===== src/rtl/qse_pkg.sv =====
// qse_pkg: shared types, microcode word layout and step addresses for the
// quicksort engine. No dependencies; used by qse_sequencer and quicksort_engine.
package qse_pkg;

    // Default configuration
    localparam int MAX_KEYS_DEF  = 64;
    localparam int KEY_WIDTH_DEF = 32;

    // Port words
    typedef struct packed {
        logic [31:0] key_in;
        logic        last_in;
    } item_t;

    typedef struct packed {
        logic [31:0] key_out;
        logic        last_out;
    } result_t;

    // Microprogram addresses
    localparam int UPC_W = 5;
    typedef logic [UPC_W-1:0] upc_t;

    localparam upc_t UPC_IDLE  = 5'd0;
    localparam upc_t UPC_CHK   = 5'd1;
    localparam upc_t UPC_SEED  = 5'd2;
    localparam upc_t UPC_POP   = 5'd3;
    localparam upc_t UPC_RANGE = 5'd4;
    localparam upc_t UPC_RDPIV = 5'd5;
    localparam upc_t UPC_PIV   = 5'd6;
    localparam upc_t UPC_LOOP  = 5'd7;
    localparam upc_t UPC_CMP   = 5'd8;
    localparam upc_t UPC_SW1   = 5'd9;
    localparam upc_t UPC_SW2   = 5'd10;
    localparam upc_t UPC_FIN   = 5'd11;
    localparam upc_t UPC_FIN1  = 5'd12;
    localparam upc_t UPC_FIN2  = 5'd13;
    localparam upc_t UPC_PUSHR = 5'd14;
    localparam upc_t UPC_AGAIN = 5'd15;
    localparam upc_t UPC_OUT0  = 5'd16;
    localparam upc_t UPC_OUT   = 5'd17;
    localparam upc_t UPC_DONE  = 5'd18;

    // Key store read address select
    typedef enum logic [1:0] {
        RA_J,
        RA_I,
        RA_HI,
        RA_K
    } rd_sel_t;

    // Key store write select
    typedef enum logic [2:0] {
        WR_NONE,
        WR_LOAD,
        WR_I_KJ,
        WR_J_TMP,
        WR_I_PIV,
        WR_HI_TMP
    } wr_sel_t;

    // Datapath register operation
    typedef enum logic [3:0] {
        OP_NONE,
        OP_PUSH_ALL,
        OP_POP,
        OP_RANGE,
        OP_PIVOT,
        OP_CMP,
        OP_TMP,
        OP_STEP,
        OP_PUSH_L,
        OP_PUSH_R,
        OP_KCLR,
        OP_EMIT,
        OP_DONE
    } dp_op_t;

    // Jump condition; jump taken when true, else fall through
    typedef enum logic [2:0] {
        C_NEXT,
        C_ALWAYS,
        C_NOT_GO,
        C_CNT_LT2,
        C_J_GE_HI,
        C_NOT_LESS,
        C_SP_NZ,
        C_MORE
    } cond_t;

    typedef struct packed {
        logic    idle;
        rd_sel_t rd;
        wr_sel_t wr;
        dp_op_t  op;
        cond_t   cond;
        upc_t    target;
    } ucode_t;

    // Datapath status seen by the sequencer
    typedef struct packed {
        logic go;
        logic cnt_lt2;
        logic j_ge_hi;
        logic not_less;
        logic sp_nz;
        logic more;
    } flags_t;

endpackage


===== src/rtl/qse_sequencer.sv =====
// qse_sequencer: step counter, control store and jump logic for the quicksort engine.
// Depends on qse_pkg.
module qse_sequencer (
    input  logic            clk,
    input  logic            rst_n,
    input  qse_pkg::flags_t flags,
    output qse_pkg::ucode_t uc
);

    qse_pkg::upc_t upc_reg;
    qse_pkg::upc_t upc_next;
    logic          take;

    function automatic qse_pkg::ucode_t rom(input qse_pkg::upc_t a);
        qse_pkg::ucode_t w;
        begin
            w = '{idle: 1'b0, rd: qse_pkg::RA_J, wr: qse_pkg::WR_NONE,
                  op: qse_pkg::OP_NONE, cond: qse_pkg::C_NEXT,
                  target: qse_pkg::UPC_IDLE};
            unique case (a)
                qse_pkg::UPC_IDLE:
                begin
                    w.idle   = 1'b1;
                    w.wr     = qse_pkg::WR_LOAD;
                    w.cond   = qse_pkg::C_NOT_GO;
                    w.target = qse_pkg::UPC_IDLE;
                end
                qse_pkg::UPC_CHK:
                begin
                    w.cond   = qse_pkg::C_CNT_LT2;
                    w.target = qse_pkg::UPC_OUT0;
                end
                qse_pkg::UPC_SEED:  w.op = qse_pkg::OP_PUSH_ALL;
                qse_pkg::UPC_POP:   w.op = qse_pkg::OP_POP;
                qse_pkg::UPC_RANGE: w.op = qse_pkg::OP_RANGE;
                qse_pkg::UPC_RDPIV: w.rd = qse_pkg::RA_HI;
                qse_pkg::UPC_PIV:   w.op = qse_pkg::OP_PIVOT;
                qse_pkg::UPC_LOOP:
                begin
                    w.rd     = qse_pkg::RA_J;
                    w.cond   = qse_pkg::C_J_GE_HI;
                    w.target = qse_pkg::UPC_FIN;
                end
                qse_pkg::UPC_CMP:
                begin
                    w.rd     = qse_pkg::RA_I;
                    w.op     = qse_pkg::OP_CMP;
                    w.cond   = qse_pkg::C_NOT_LESS;
                    w.target = qse_pkg::UPC_LOOP;
                end
                qse_pkg::UPC_SW1:
                begin
                    w.op = qse_pkg::OP_TMP;
                    w.wr = qse_pkg::WR_I_KJ;
                end
                qse_pkg::UPC_SW2:
                begin
                    w.op     = qse_pkg::OP_STEP;
                    w.wr     = qse_pkg::WR_J_TMP;
                    w.cond   = qse_pkg::C_ALWAYS;
                    w.target = qse_pkg::UPC_LOOP;
                end
                qse_pkg::UPC_FIN:   w.rd = qse_pkg::RA_I;
                qse_pkg::UPC_FIN1:
                begin
                    w.op = qse_pkg::OP_TMP;
                    w.wr = qse_pkg::WR_I_PIV;
                end
                qse_pkg::UPC_FIN2:
                begin
                    w.op = qse_pkg::OP_PUSH_L;
                    w.wr = qse_pkg::WR_HI_TMP;
                end
                qse_pkg::UPC_PUSHR: w.op = qse_pkg::OP_PUSH_R;
                qse_pkg::UPC_AGAIN:
                begin
                    w.cond   = qse_pkg::C_SP_NZ;
                    w.target = qse_pkg::UPC_POP;
                end
                qse_pkg::UPC_OUT0:  w.op = qse_pkg::OP_KCLR;
                qse_pkg::UPC_OUT:
                begin
                    w.rd     = qse_pkg::RA_K;
                    w.op     = qse_pkg::OP_EMIT;
                    w.cond   = qse_pkg::C_MORE;
                    w.target = qse_pkg::UPC_OUT;
                end
                qse_pkg::UPC_DONE:
                begin
                    w.op     = qse_pkg::OP_DONE;
                    w.cond   = qse_pkg::C_ALWAYS;
                    w.target = qse_pkg::UPC_IDLE;
                end
                default:
                begin
                    w.cond   = qse_pkg::C_ALWAYS;
                    w.target = qse_pkg::UPC_IDLE;
                end
            endcase
            return w;
        end
    endfunction

    assign uc = rom(upc_reg);

    always_comb
    begin
        unique case (uc.cond)
            qse_pkg::C_NEXT:     take = 1'b0;
            qse_pkg::C_ALWAYS:   take = 1'b1;
            qse_pkg::C_NOT_GO:   take = !flags.go;
            qse_pkg::C_CNT_LT2:  take = flags.cnt_lt2;
            qse_pkg::C_J_GE_HI:  take = flags.j_ge_hi;
            qse_pkg::C_NOT_LESS: take = flags.not_less;
            qse_pkg::C_SP_NZ:    take = flags.sp_nz;
            qse_pkg::C_MORE:     take = flags.more;
            default:             take = 1'b1;
        endcase
        upc_next = take ? uc.target : upc_reg + qse_pkg::UPC_W'(1);
    end

    always_ff @(posedge clk or negedge rst_n)
    begin
        if (!rst_n)
        begin
            upc_reg <= qse_pkg::UPC_IDLE;
        end
        else
        begin
            upc_reg <= upc_next;
        end
    end

    // step counter never leaves the program
    a_upc_in_program: assert property (@(posedge clk) disable iff (!rst_n)
        upc_reg <= qse_pkg::UPC_DONE)
        else $error("step counter outside microprogram");

endmodule


===== src/rtl/quicksort_engine.sv =====
// quicksort_engine: top level; key store, range stack and datapath under
// control of the microcoded sequencer. Depends on qse_pkg and qse_sequencer.
//
// Usage: keys are loaded one word per cycle (start high while busy is low);
// the word with last_in set closes the list and starts the sort. Keys beyond
// MAX_KEYS are dropped, though a dropped word with last_in still starts the
// sort. The list is sorted in place by quicksort with Lomuto partitioning
// (last element of each range is the pivot, pending ranges on a stack), then
// streamed out in ascending order, one word per cycle on result with
// result_strobe high for one cycle, last_out set on the final key. The
// receiver cannot stall: every strobed word must be taken. Ordering is
// unsigned or two's complement as set by the signed_order register
// (cfg_wr_en/cfg_wr_data); the user must see that it is written only while
// busy is low, as the block itself does not enforce this. The sort runs on
// one single-port-read key store. The partition loop reads each element of
// the range and swaps it forward when it is less than the pivot. Each
// partition also pops its range, fetches the pivot, exits the loop, does
// the final swap and pushes its subranges; the stack is seeded once per
// list. Sorting is slowest on already sorted input. busy falls in the cycle
// after the one that carries the final strobed word, and a new list may be
// loaded from then on.
module quicksort_engine #(
    parameter int MAX_KEYS  = qse_pkg::MAX_KEYS_DEF,
    parameter int KEY_WIDTH = qse_pkg::KEY_WIDTH_DEF
) (
    input  logic             clk,
    input  logic             rst_n,
    input  logic             start,
    output logic             busy,
    input  qse_pkg::item_t   item,
    input  logic             cfg_wr_en,
    input  logic             cfg_wr_data,
    output logic             result_strobe,
    output qse_pkg::result_t result
);

    localparam int IW = $clog2(MAX_KEYS);       // key index
    localparam int CW = $clog2(MAX_KEYS + 1);   // key count / stack pointer
    localparam int SW = 2 * IW;                 // stack entry {hi, lo}

    qse_pkg::ucode_t uc;
    qse_pkg::flags_t flags;

    // storage
    logic [KEY_WIDTH-1:0] key_mem [MAX_KEYS];
    logic [SW-1:0]        stack_mem [MAX_KEYS];
    logic [KEY_WIDTH-1:0] rdata_reg;
    logic [SW-1:0]        srdata_reg;

    // control state
    logic [CW-1:0] cnt_reg, cnt_next;
    logic [CW-1:0] sp_reg, sp_next;
    logic          strobe_reg, strobe_next;
    logic          signed_order_reg;

    // datapath registers
    logic [IW-1:0]        lo_reg, lo_next;
    logic [IW-1:0]        hi_reg, hi_next;
    logic [IW-1:0]        i_reg, i_next;
    logic [IW-1:0]        j_reg, j_next;
    logic [IW-1:0]        k_reg, k_next;
    logic [KEY_WIDTH-1:0] pivot_reg, pivot_next;
    logic [KEY_WIDTH-1:0] kj_reg, kj_next;
    logic [KEY_WIDTH-1:0] tmp_reg, tmp_next;
    logic                 last_reg, last_next;

    // combinational datapath
    logic                  accept;
    logic                  full;
    logic                  less;
    logic                  need_l;
    logic                  need_r;
    logic [KEY_WIDTH+31:0] key_ext;
    logic [KEY_WIDTH+31:0] out_ext;
    logic [KEY_WIDTH-1:0]  load_key;
    logic [KEY_WIDTH-1:0]  sign_mask;
    logic [IW-1:0]         rd_addr;
    logic                  k_we;
    logic [IW-1:0]         k_waddr;
    logic [KEY_WIDTH-1:0]  k_wdata;
    logic                  s_we;
    logic [SW-1:0]         s_wdata;
    logic [IW-1:0]         s_raddr;

    qse_sequencer u_seq (
        .clk   (clk),
        .rst_n (rst_n),
        .flags (flags),
        .uc    (uc)
    );

    assign accept = start && uc.idle;
    assign busy   = !uc.idle;
    assign full   = (cnt_reg == CW'(MAX_KEYS));

    // key_in is 32 bits; keep the low KEY_WIDTH bits, zero-extend if wider
    assign key_ext  = {{KEY_WIDTH{1'b0}}, item.key_in};
    assign load_key = key_ext[KEY_WIDTH-1:0];

    // signed order: flip the sign bit, then compare unsigned
    assign sign_mask = signed_order_reg ? {1'b1, {(KEY_WIDTH-1){1'b0}}} : '0;
    assign less      = (rdata_reg ^ sign_mask) < (pivot_reg ^ sign_mask);

    // partition index p is i_reg after the loop
    assign need_l = {1'b0, i_reg} > ({1'b0, lo_reg} + (IW+1)'(1));
    assign need_r = ({1'b0, i_reg} + (IW+1)'(1)) < {1'b0, hi_reg};

    assign flags.go       = accept && item.last_in;
    assign flags.cnt_lt2  = cnt_reg < CW'(2);
    assign flags.j_ge_hi  = j_reg >= hi_reg;
    assign flags.not_less = !less;
    assign flags.sp_nz    = sp_reg != '0;
    assign flags.more     = CW'(k_reg) != (cnt_reg - CW'(1));

    assign s_raddr = IW'(sp_reg - CW'(1));

    always_comb
    begin
        unique case (uc.rd)
            qse_pkg::RA_J:  rd_addr = j_reg;
            qse_pkg::RA_I:  rd_addr = i_reg;
            qse_pkg::RA_HI: rd_addr = hi_reg;
            qse_pkg::RA_K:  rd_addr = k_reg;
            default:        rd_addr = j_reg;
        endcase
    end

    // key store write port
    always_comb
    begin
        k_we    = 1'b0;
        k_waddr = i_reg;
        k_wdata = kj_reg;
        unique case (uc.wr)
            qse_pkg::WR_NONE: ;
            qse_pkg::WR_LOAD:
            begin
                k_we    = accept && !full;
                k_waddr = IW'(cnt_reg);
                k_wdata = load_key;
            end
            qse_pkg::WR_I_KJ:
            begin
                k_we = 1'b1;
            end
            qse_pkg::WR_J_TMP:
            begin
                k_we    = 1'b1;
                k_waddr = j_reg;
                k_wdata = tmp_reg;
            end
            qse_pkg::WR_I_PIV:
            begin
                k_we    = 1'b1;
                k_wdata = pivot_reg;
            end
            qse_pkg::WR_HI_TMP:
            begin
                k_we    = 1'b1;
                k_waddr = hi_reg;
                k_wdata = tmp_reg;
            end
            default: ;
        endcase
    end

    // register next values and range stack pushes
    always_comb
    begin
        cnt_next   = cnt_reg;
        sp_next    = sp_reg;
        lo_next    = lo_reg;
        hi_next    = hi_reg;
        i_next     = i_reg;
        j_next     = j_reg;
        k_next     = k_reg;
        pivot_next = pivot_reg;
        kj_next    = kj_reg;
        tmp_next   = tmp_reg;
        last_next  = last_reg;
        s_we       = 1'b0;
        s_wdata    = {hi_reg, IW'(i_reg + IW'(1))};

        if (uc.wr == qse_pkg::WR_LOAD && accept && !full)
        begin
            cnt_next = cnt_reg + CW'(1);
        end

        unique case (uc.op)
            qse_pkg::OP_NONE: ;
            qse_pkg::OP_PUSH_ALL:
            begin
                s_we    = 1'b1;
                s_wdata = {IW'(cnt_reg - CW'(1)), IW'(0)};
                sp_next = CW'(1);
            end
            qse_pkg::OP_POP:
            begin
                sp_next = sp_reg - CW'(1);
            end
            qse_pkg::OP_RANGE:
            begin
                lo_next = srdata_reg[IW-1:0];
                hi_next = srdata_reg[SW-1:IW];
                i_next  = srdata_reg[IW-1:0];
                j_next  = srdata_reg[IW-1:0];
            end
            qse_pkg::OP_PIVOT:
            begin
                pivot_next = rdata_reg;
            end
            qse_pkg::OP_CMP:
            begin
                kj_next = rdata_reg;
                if (!less)
                begin
                    j_next = j_reg + IW'(1);
                end
            end
            qse_pkg::OP_TMP:
            begin
                tmp_next = rdata_reg;
            end
            qse_pkg::OP_STEP:
            begin
                i_next = i_reg + IW'(1);
                j_next = j_reg + IW'(1);
            end
            qse_pkg::OP_PUSH_L:
            begin
                s_wdata = {IW'(i_reg - IW'(1)), lo_reg};
                if (need_l)
                begin
                    s_we    = 1'b1;
                    sp_next = sp_reg + CW'(1);
                end
            end
            qse_pkg::OP_PUSH_R:
            begin
                if (need_r)
                begin
                    s_we    = 1'b1;
                    sp_next = sp_reg + CW'(1);
                end
            end
            qse_pkg::OP_KCLR:
            begin
                k_next = '0;
            end
            qse_pkg::OP_EMIT:
            begin
                k_next    = k_reg + IW'(1);
                last_next = CW'(k_reg) == (cnt_reg - CW'(1));
            end
            qse_pkg::OP_DONE:
            begin
                cnt_next = '0;
            end
            default: ;
        endcase

        strobe_next = (uc.op == qse_pkg::OP_EMIT);
    end

    // control registers
    always_ff @(posedge clk or negedge rst_n)
    begin
        if (!rst_n)
        begin
            cnt_reg          <= '0;
            sp_reg           <= '0;
            strobe_reg       <= 1'b0;
            signed_order_reg <= 1'b0;
        end
        else
        begin
            cnt_reg    <= cnt_next;
            sp_reg     <= sp_next;
            strobe_reg <= strobe_next;
            if (cfg_wr_en)
            begin
                signed_order_reg <= cfg_wr_data;
            end
        end
    end

    // datapath registers, no reset
    always_ff @(posedge clk)
    begin
        lo_reg    <= lo_next;
        hi_reg    <= hi_next;
        i_reg     <= i_next;
        j_reg     <= j_next;
        k_reg     <= k_next;
        pivot_reg <= pivot_next;
        kj_reg    <= kj_next;
        tmp_reg   <= tmp_next;
        last_reg  <= last_next;
    end

    // key store: one write, one registered read
    always_ff @(posedge clk)
    begin
        if (k_we)
        begin
            key_mem[k_waddr] <= k_wdata;
        end
        rdata_reg <= key_mem[rd_addr];
    end

    // range stack: push at sp, read at sp-1 (registered)
    always_ff @(posedge clk)
    begin
        if (s_we)
        begin
            stack_mem[IW'(sp_reg)] <= s_wdata;
        end
        srdata_reg <= stack_mem[s_raddr];
    end

    // result word: registered read data lines up with the strobe
    assign out_ext         = {32'b0, rdata_reg};
    assign result.key_out  = out_ext[31:0];
    assign result.last_out = last_reg;
    assign result_strobe   = strobe_reg;

    // results only appear while the engine is busy
    a_strobe_busy: assert property (@(posedge clk) disable iff (!rst_n)
        strobe_reg |-> !uc.idle)
        else $error("result strobe while idle");

    // range stack drained between lists
    a_stack_empty_idle: assert property (@(posedge clk) disable iff (!rst_n)
        uc.idle |-> (sp_reg == '0))
        else $error("range stack not empty when idle");

    // pending ranges are disjoint and at least two keys each
    a_stack_bound: assert property (@(posedge clk) disable iff (!rst_n)
        sp_reg <= CW'(MAX_KEYS / 2))
        else $error("range stack deeper than possible");

    // store is emptied after the final word
    a_count_cleared: assert property (@(posedge clk) disable iff (!rst_n)
        (strobe_reg && last_reg) |=> (cnt_reg == '0))
        else $error("key count not cleared after final word");

    // Lomuto invariant: store index never passes scan index
    a_i_le_j: assert property (@(posedge clk) disable iff (!rst_n)
        (uc.op == qse_pkg::OP_CMP) |-> (i_reg <= j_reg))
        else $error("partition index past scan index");

endmodule

===== config.mk =====
export PLATFORM = sky130hd
export DESIGN_NAME = quicksort_engine
export DESIGN_NICKNAME = d
export VERILOG_FILES = /design/src/rtl/qse_pkg.sv /design/src/rtl/qse_sequencer.sv /design/src/rtl/quicksort_engine.sv
export SDC_FILE = /design/constraint.sdc
export NUM_CORES = 2
export LEC_CHECK = 0
export BUFFER_PORTS_ARGS = -buffer_cell sky130_fd_sc_hd__buf_2
export CORE_UTILIZATION = 50
export DETAILED_ROUTE_END_ITERATION = 16
export PLACE_DENSITY = 0.62
export SYNTH_ARGS = -nofsm -noshare
export SYNTH_HDL_FRONTEND = slang
export SYNTH_SLANG_ARGS = --single-unit

===== constraint.sdc =====
create_clock -name clk -period 6.1 [get_ports clk]
set_input_delay 0.61 -clock clk [delete_from_list [all_inputs] [get_ports clk]]
set_output_delay 0.61 -clock clk [all_outputs]
set_load 0.1 [all_outputs]

==> key figures <==
Power
  – Peak VDD IR: about 0.0015 V
  – Pwr/cell area: roughly 520 nW/um2
  – Pleak: around 44 nW

Critical path
  – R2r startpoint: u_seq.upc_reg[1]$_DFF_PN0_
  – Cell mode on critical path: buf_12
  – Worst setup path endpoint: rdata_reg[24]$_DFF_P_
  – CP Launch Type: flop
  – Worst Path Buf+Inv: 4
  – CP cell instances: inv_1, ha_1, nand4bb_1, o221ai_1, o31a_2, buf_12, buf_12, buf_4, nand2_1, nand3_1, a21oi_1, nor4_1, o21ai_0, nor3_2
  – Critical path fanouts, max: 31
  – Critical Path RT: between 6000 and 7000 ps
  – CP delay by family, top: simple AND/OR/NAND/NOR gates
  – Crit path max-delay cell type: nor4_1
  – Number of cells on the critical path: 14
  – R2r setup slk: 540 ps
  – CP peak stage delay: between 900 and 1000 ps
  – Crit path DAT: between 6000 and 7000 ps
  – Worst Setup SP: u_seq.upc_reg[1]$_DFF_PN0_
  – R2R cell count: 14
  – Crit Path Category: reg -> reg
  – RR Endpoint: rdata_reg[24]$_DFF_P_
  – Worst Setup End Kind: flop

Clock network
  – Max Root-Sink Buffers: 4
  – Post_cts resized: 0
  – H-tree levels: 5
  – Total CTS buffers: approximately 320
  – CTS root buf: clkbuf_16
  – Skew-Pair Late Insertion Delay: ~940 ps
  – Clk slew on worst S/H paths: 60 ps
  – Setup Buffers After CTS: 0
  – TritonCTS clock tree: done
  – Clock sink count: roughly 3000

Min path
  – Worst hold-check path type: in -> async

Place
  – I/O Buffers: 72
  – HPWL after DPL: about 190000 um
  – Routability cong.: about 0.88
  – Pre-CTS setup slack: around 530 ps

Floorplan
  – Initial Utilization: 0.504
  – Ports: 73
  – Chip width: 490 um
  – Die height: a little under 500 um
  – # rows: 178
  – Core ar.: 236000 um2
  – DIE AREA: around 240000 um2

Finish
  – Regs by FF count: key_mem: 2048 flops, stack_mem: 768 flops
  – Area of the multi-input gates: about 28000 um2
  – Fill count: 17700
  – Top reg by flops: key_mem
  – Final net count: between 7000 and 8000
  – Max reg flops: a little over 2000
  – Most common cell after layout, fill and taps aside: edfxtp_1
  – Commonest non-fill, non-tap cells in the layout: 2943 x edfxtp_1, 1276 x nand2_1, 462 x mux4_2
  – Layout cell share with drive strength beyond 1: 0.196
  – Area Growth Syn to Fin: 13.7%
  – FF+latch area: approximately 90000 um2

Yosys
  – Synthesis-stage register bit count: 3008
  – Share of flip-flops with an asynchronous set or reset: 0.00698
  – Post-Synthesis Cell Area: 119000 um2
  – Mean Syn Cell Area: ~17 um2
  – Post-Syn Instances: between 7000 and 8000
  – Unique masters post-synth: 93
  – Number of enable flip-flop cells after synthesis: about 2900
  – YS warnings: 0
  – Seq/Total Area, Yosys: 0.755
  – Top_reg_cell synth: edfxtp_1
  – Synth Net Count: about 7200

STA
  – Clock skew: ~76 ps
  – # setup viols final: 0
  – RSZ-0062 raised after global routing: no
  – Worst slew pin tran: 1360 ps
  – Max-slew violations: 0
  – PnR worst setup slack: about 540 ps
  – Final Hold Viols: 0
  – Post-layout min period: approximately 5600 ps
  – Fmax: around 180 MHz
  – Slew headroom: 0.0814
  – Worst hold margin: between 200 and 300 ps
  – Period Utilization, post-route: 0.911
  – TNS Setup: 0 ps

Global route
  – Vias in the first global route: between 60000 and 70000
  – First-pass GRT wire length: ~470000 um
  – Gr ovfl total: 0
  – Total track usage: 0.274
  – Initial antenna violation count: 13
  – Pin count of the biggest net entering global routing: around 120

Run status
  – Status: finished clean

Route
  – DR vias: 67200
  – Vias/cell: ~6.3
  – DRC: 0
  – DR pass1 iterations: 8
  – Final WL: around 330000 um
  – DR iter-0 viols: 8382
  – Post-DRT Antenna Nets: 0
  – Average routed wire per standard cell: between 30 and 40 um

Run
  – Max_cap viols: 0
## stage by stage
| stage | power [mW] | instances | util | area [um2] |
|---|---|---|---|---|
| after floorplan | 42.4 | 7063 | - | 119000 |
| after global placement | 52.3 | 10200 | 0.531 | 125000 |
| after detailed placement | 52.8 | 10200 | 0.532 | 125000 |
| after CTS | 71.1 | 10700 | 0.573 | 135000 |
| after global routing | 73.0 | 10700 | 0.573 | 135000 |
| final | 70.9 | 10700 | 0.573 | 135000 |
## cells in the mapped netlist, types with 13 or more instances
cell	n	area, um2
a211oi_1	25	188
a21oi_1	204	1020
a22o_1	31	272
a22oi_1	43	323
a311oi_1	66	578
a31oi_1	34	213
a32oi_1	23	201
and3_1	98	613
buf_1	44	165
buf_2	105	526
buf_4	37	278
buf_6	30	338
clkbuf_1	192	721
dfrtp_1	21	526
dfxtp_1	44	881
edfxtp_1	2943	88400
ha_1	63	788
inv_1	62	233
mux2i_1	30	300
mux4_2	462	10400
nand2_1	1281	4810
nand2b_1	16	100
nand3_1	461	2310
nand4_1	44	275
nor2_1	223	837
nor2b_1	13	81.3
nor3_1	19	95.1
nor3_2	13	130
nor4_1	33	206
o2111ai_1	27	236
o21ai_0	116	581
xnor2_1	25	219
xor2_1	15	131
## routing by layer
metal / track usage / share of wire / wire length (um) / vias to the layer above
met5: 0 / 0.000040 / 13 / -
met4: 0.106 / 0.042 / 13700 / 2
met1: 0.389 / 0.40 / 131000 / 34900
met3: 0.0430 / 0.087 / 28500 / 561
met2: 0.428 / 0.47 / 154000 / 3459
li1: - / - / - / 28200
## power breakdown
part	total [mW]	switching (mW)	internal (mW)
clock	18.5	7.72	10.7
combinational	23.7	16.7	6.98
sequential	28.7	0.694	28.0
total	70.9	25.2	45.7
## cell type report
type,instances,share of cell area
flip-flops and latches,3008,0.664
clock buffers,409,0.0641
clock inverters,140,0.00837
well taps,3150,0.0291
diodes,1,0.0000185
repair buffers,395,0.0255
inverters,62,0.00172
multi-input cells,3577,0.207
## worst min path at each step
| stage | startpoint | end | slack (ps) | depth (start not counted) |
|---|---|---|---|---|
| floorplan | rst_n | cnt_reg[0]$_DFFE_PN0P_ | 310 | 0 |
| global placement | srdata_reg[7]$_DFF_P_ | hi_reg[1]$_DFFE_PN_ | 390 | 0 |
| detailed placement | srdata_reg[10]$_DFF_P_ | hi_reg[4]$_DFFE_PN_ | 390 | 0 |
| CTS | rst_n | signed_order_reg$_DFFE_PN0P_ | 210 | 2 |
| global route | rst_n | signed_order_reg$_DFFE_PN0P_ | 250 | 2 |
| finish | rst_n | signed_order_reg$_DFFE_PN0P_ | 250 | 2 |
## cell families after synthesis
logic type | synth area share
muxes | 0.0909
buffers and inverters | 0.0201
adders and majority gates | 0.00663
xor gates and xnor gates | 0.00313
AOI/OAI and AO/OA | 0.0397
and+or+nand+nor | 0.0847
DFF | 0.755
## repair_timing
item                                   in CTS  in global routing
setup endpoints to repair                   0                  0
endpoints found under the hold margin      22                  0
hold buffers                                3                  0
Note: power is estimated with default switching activity, not from simulation.
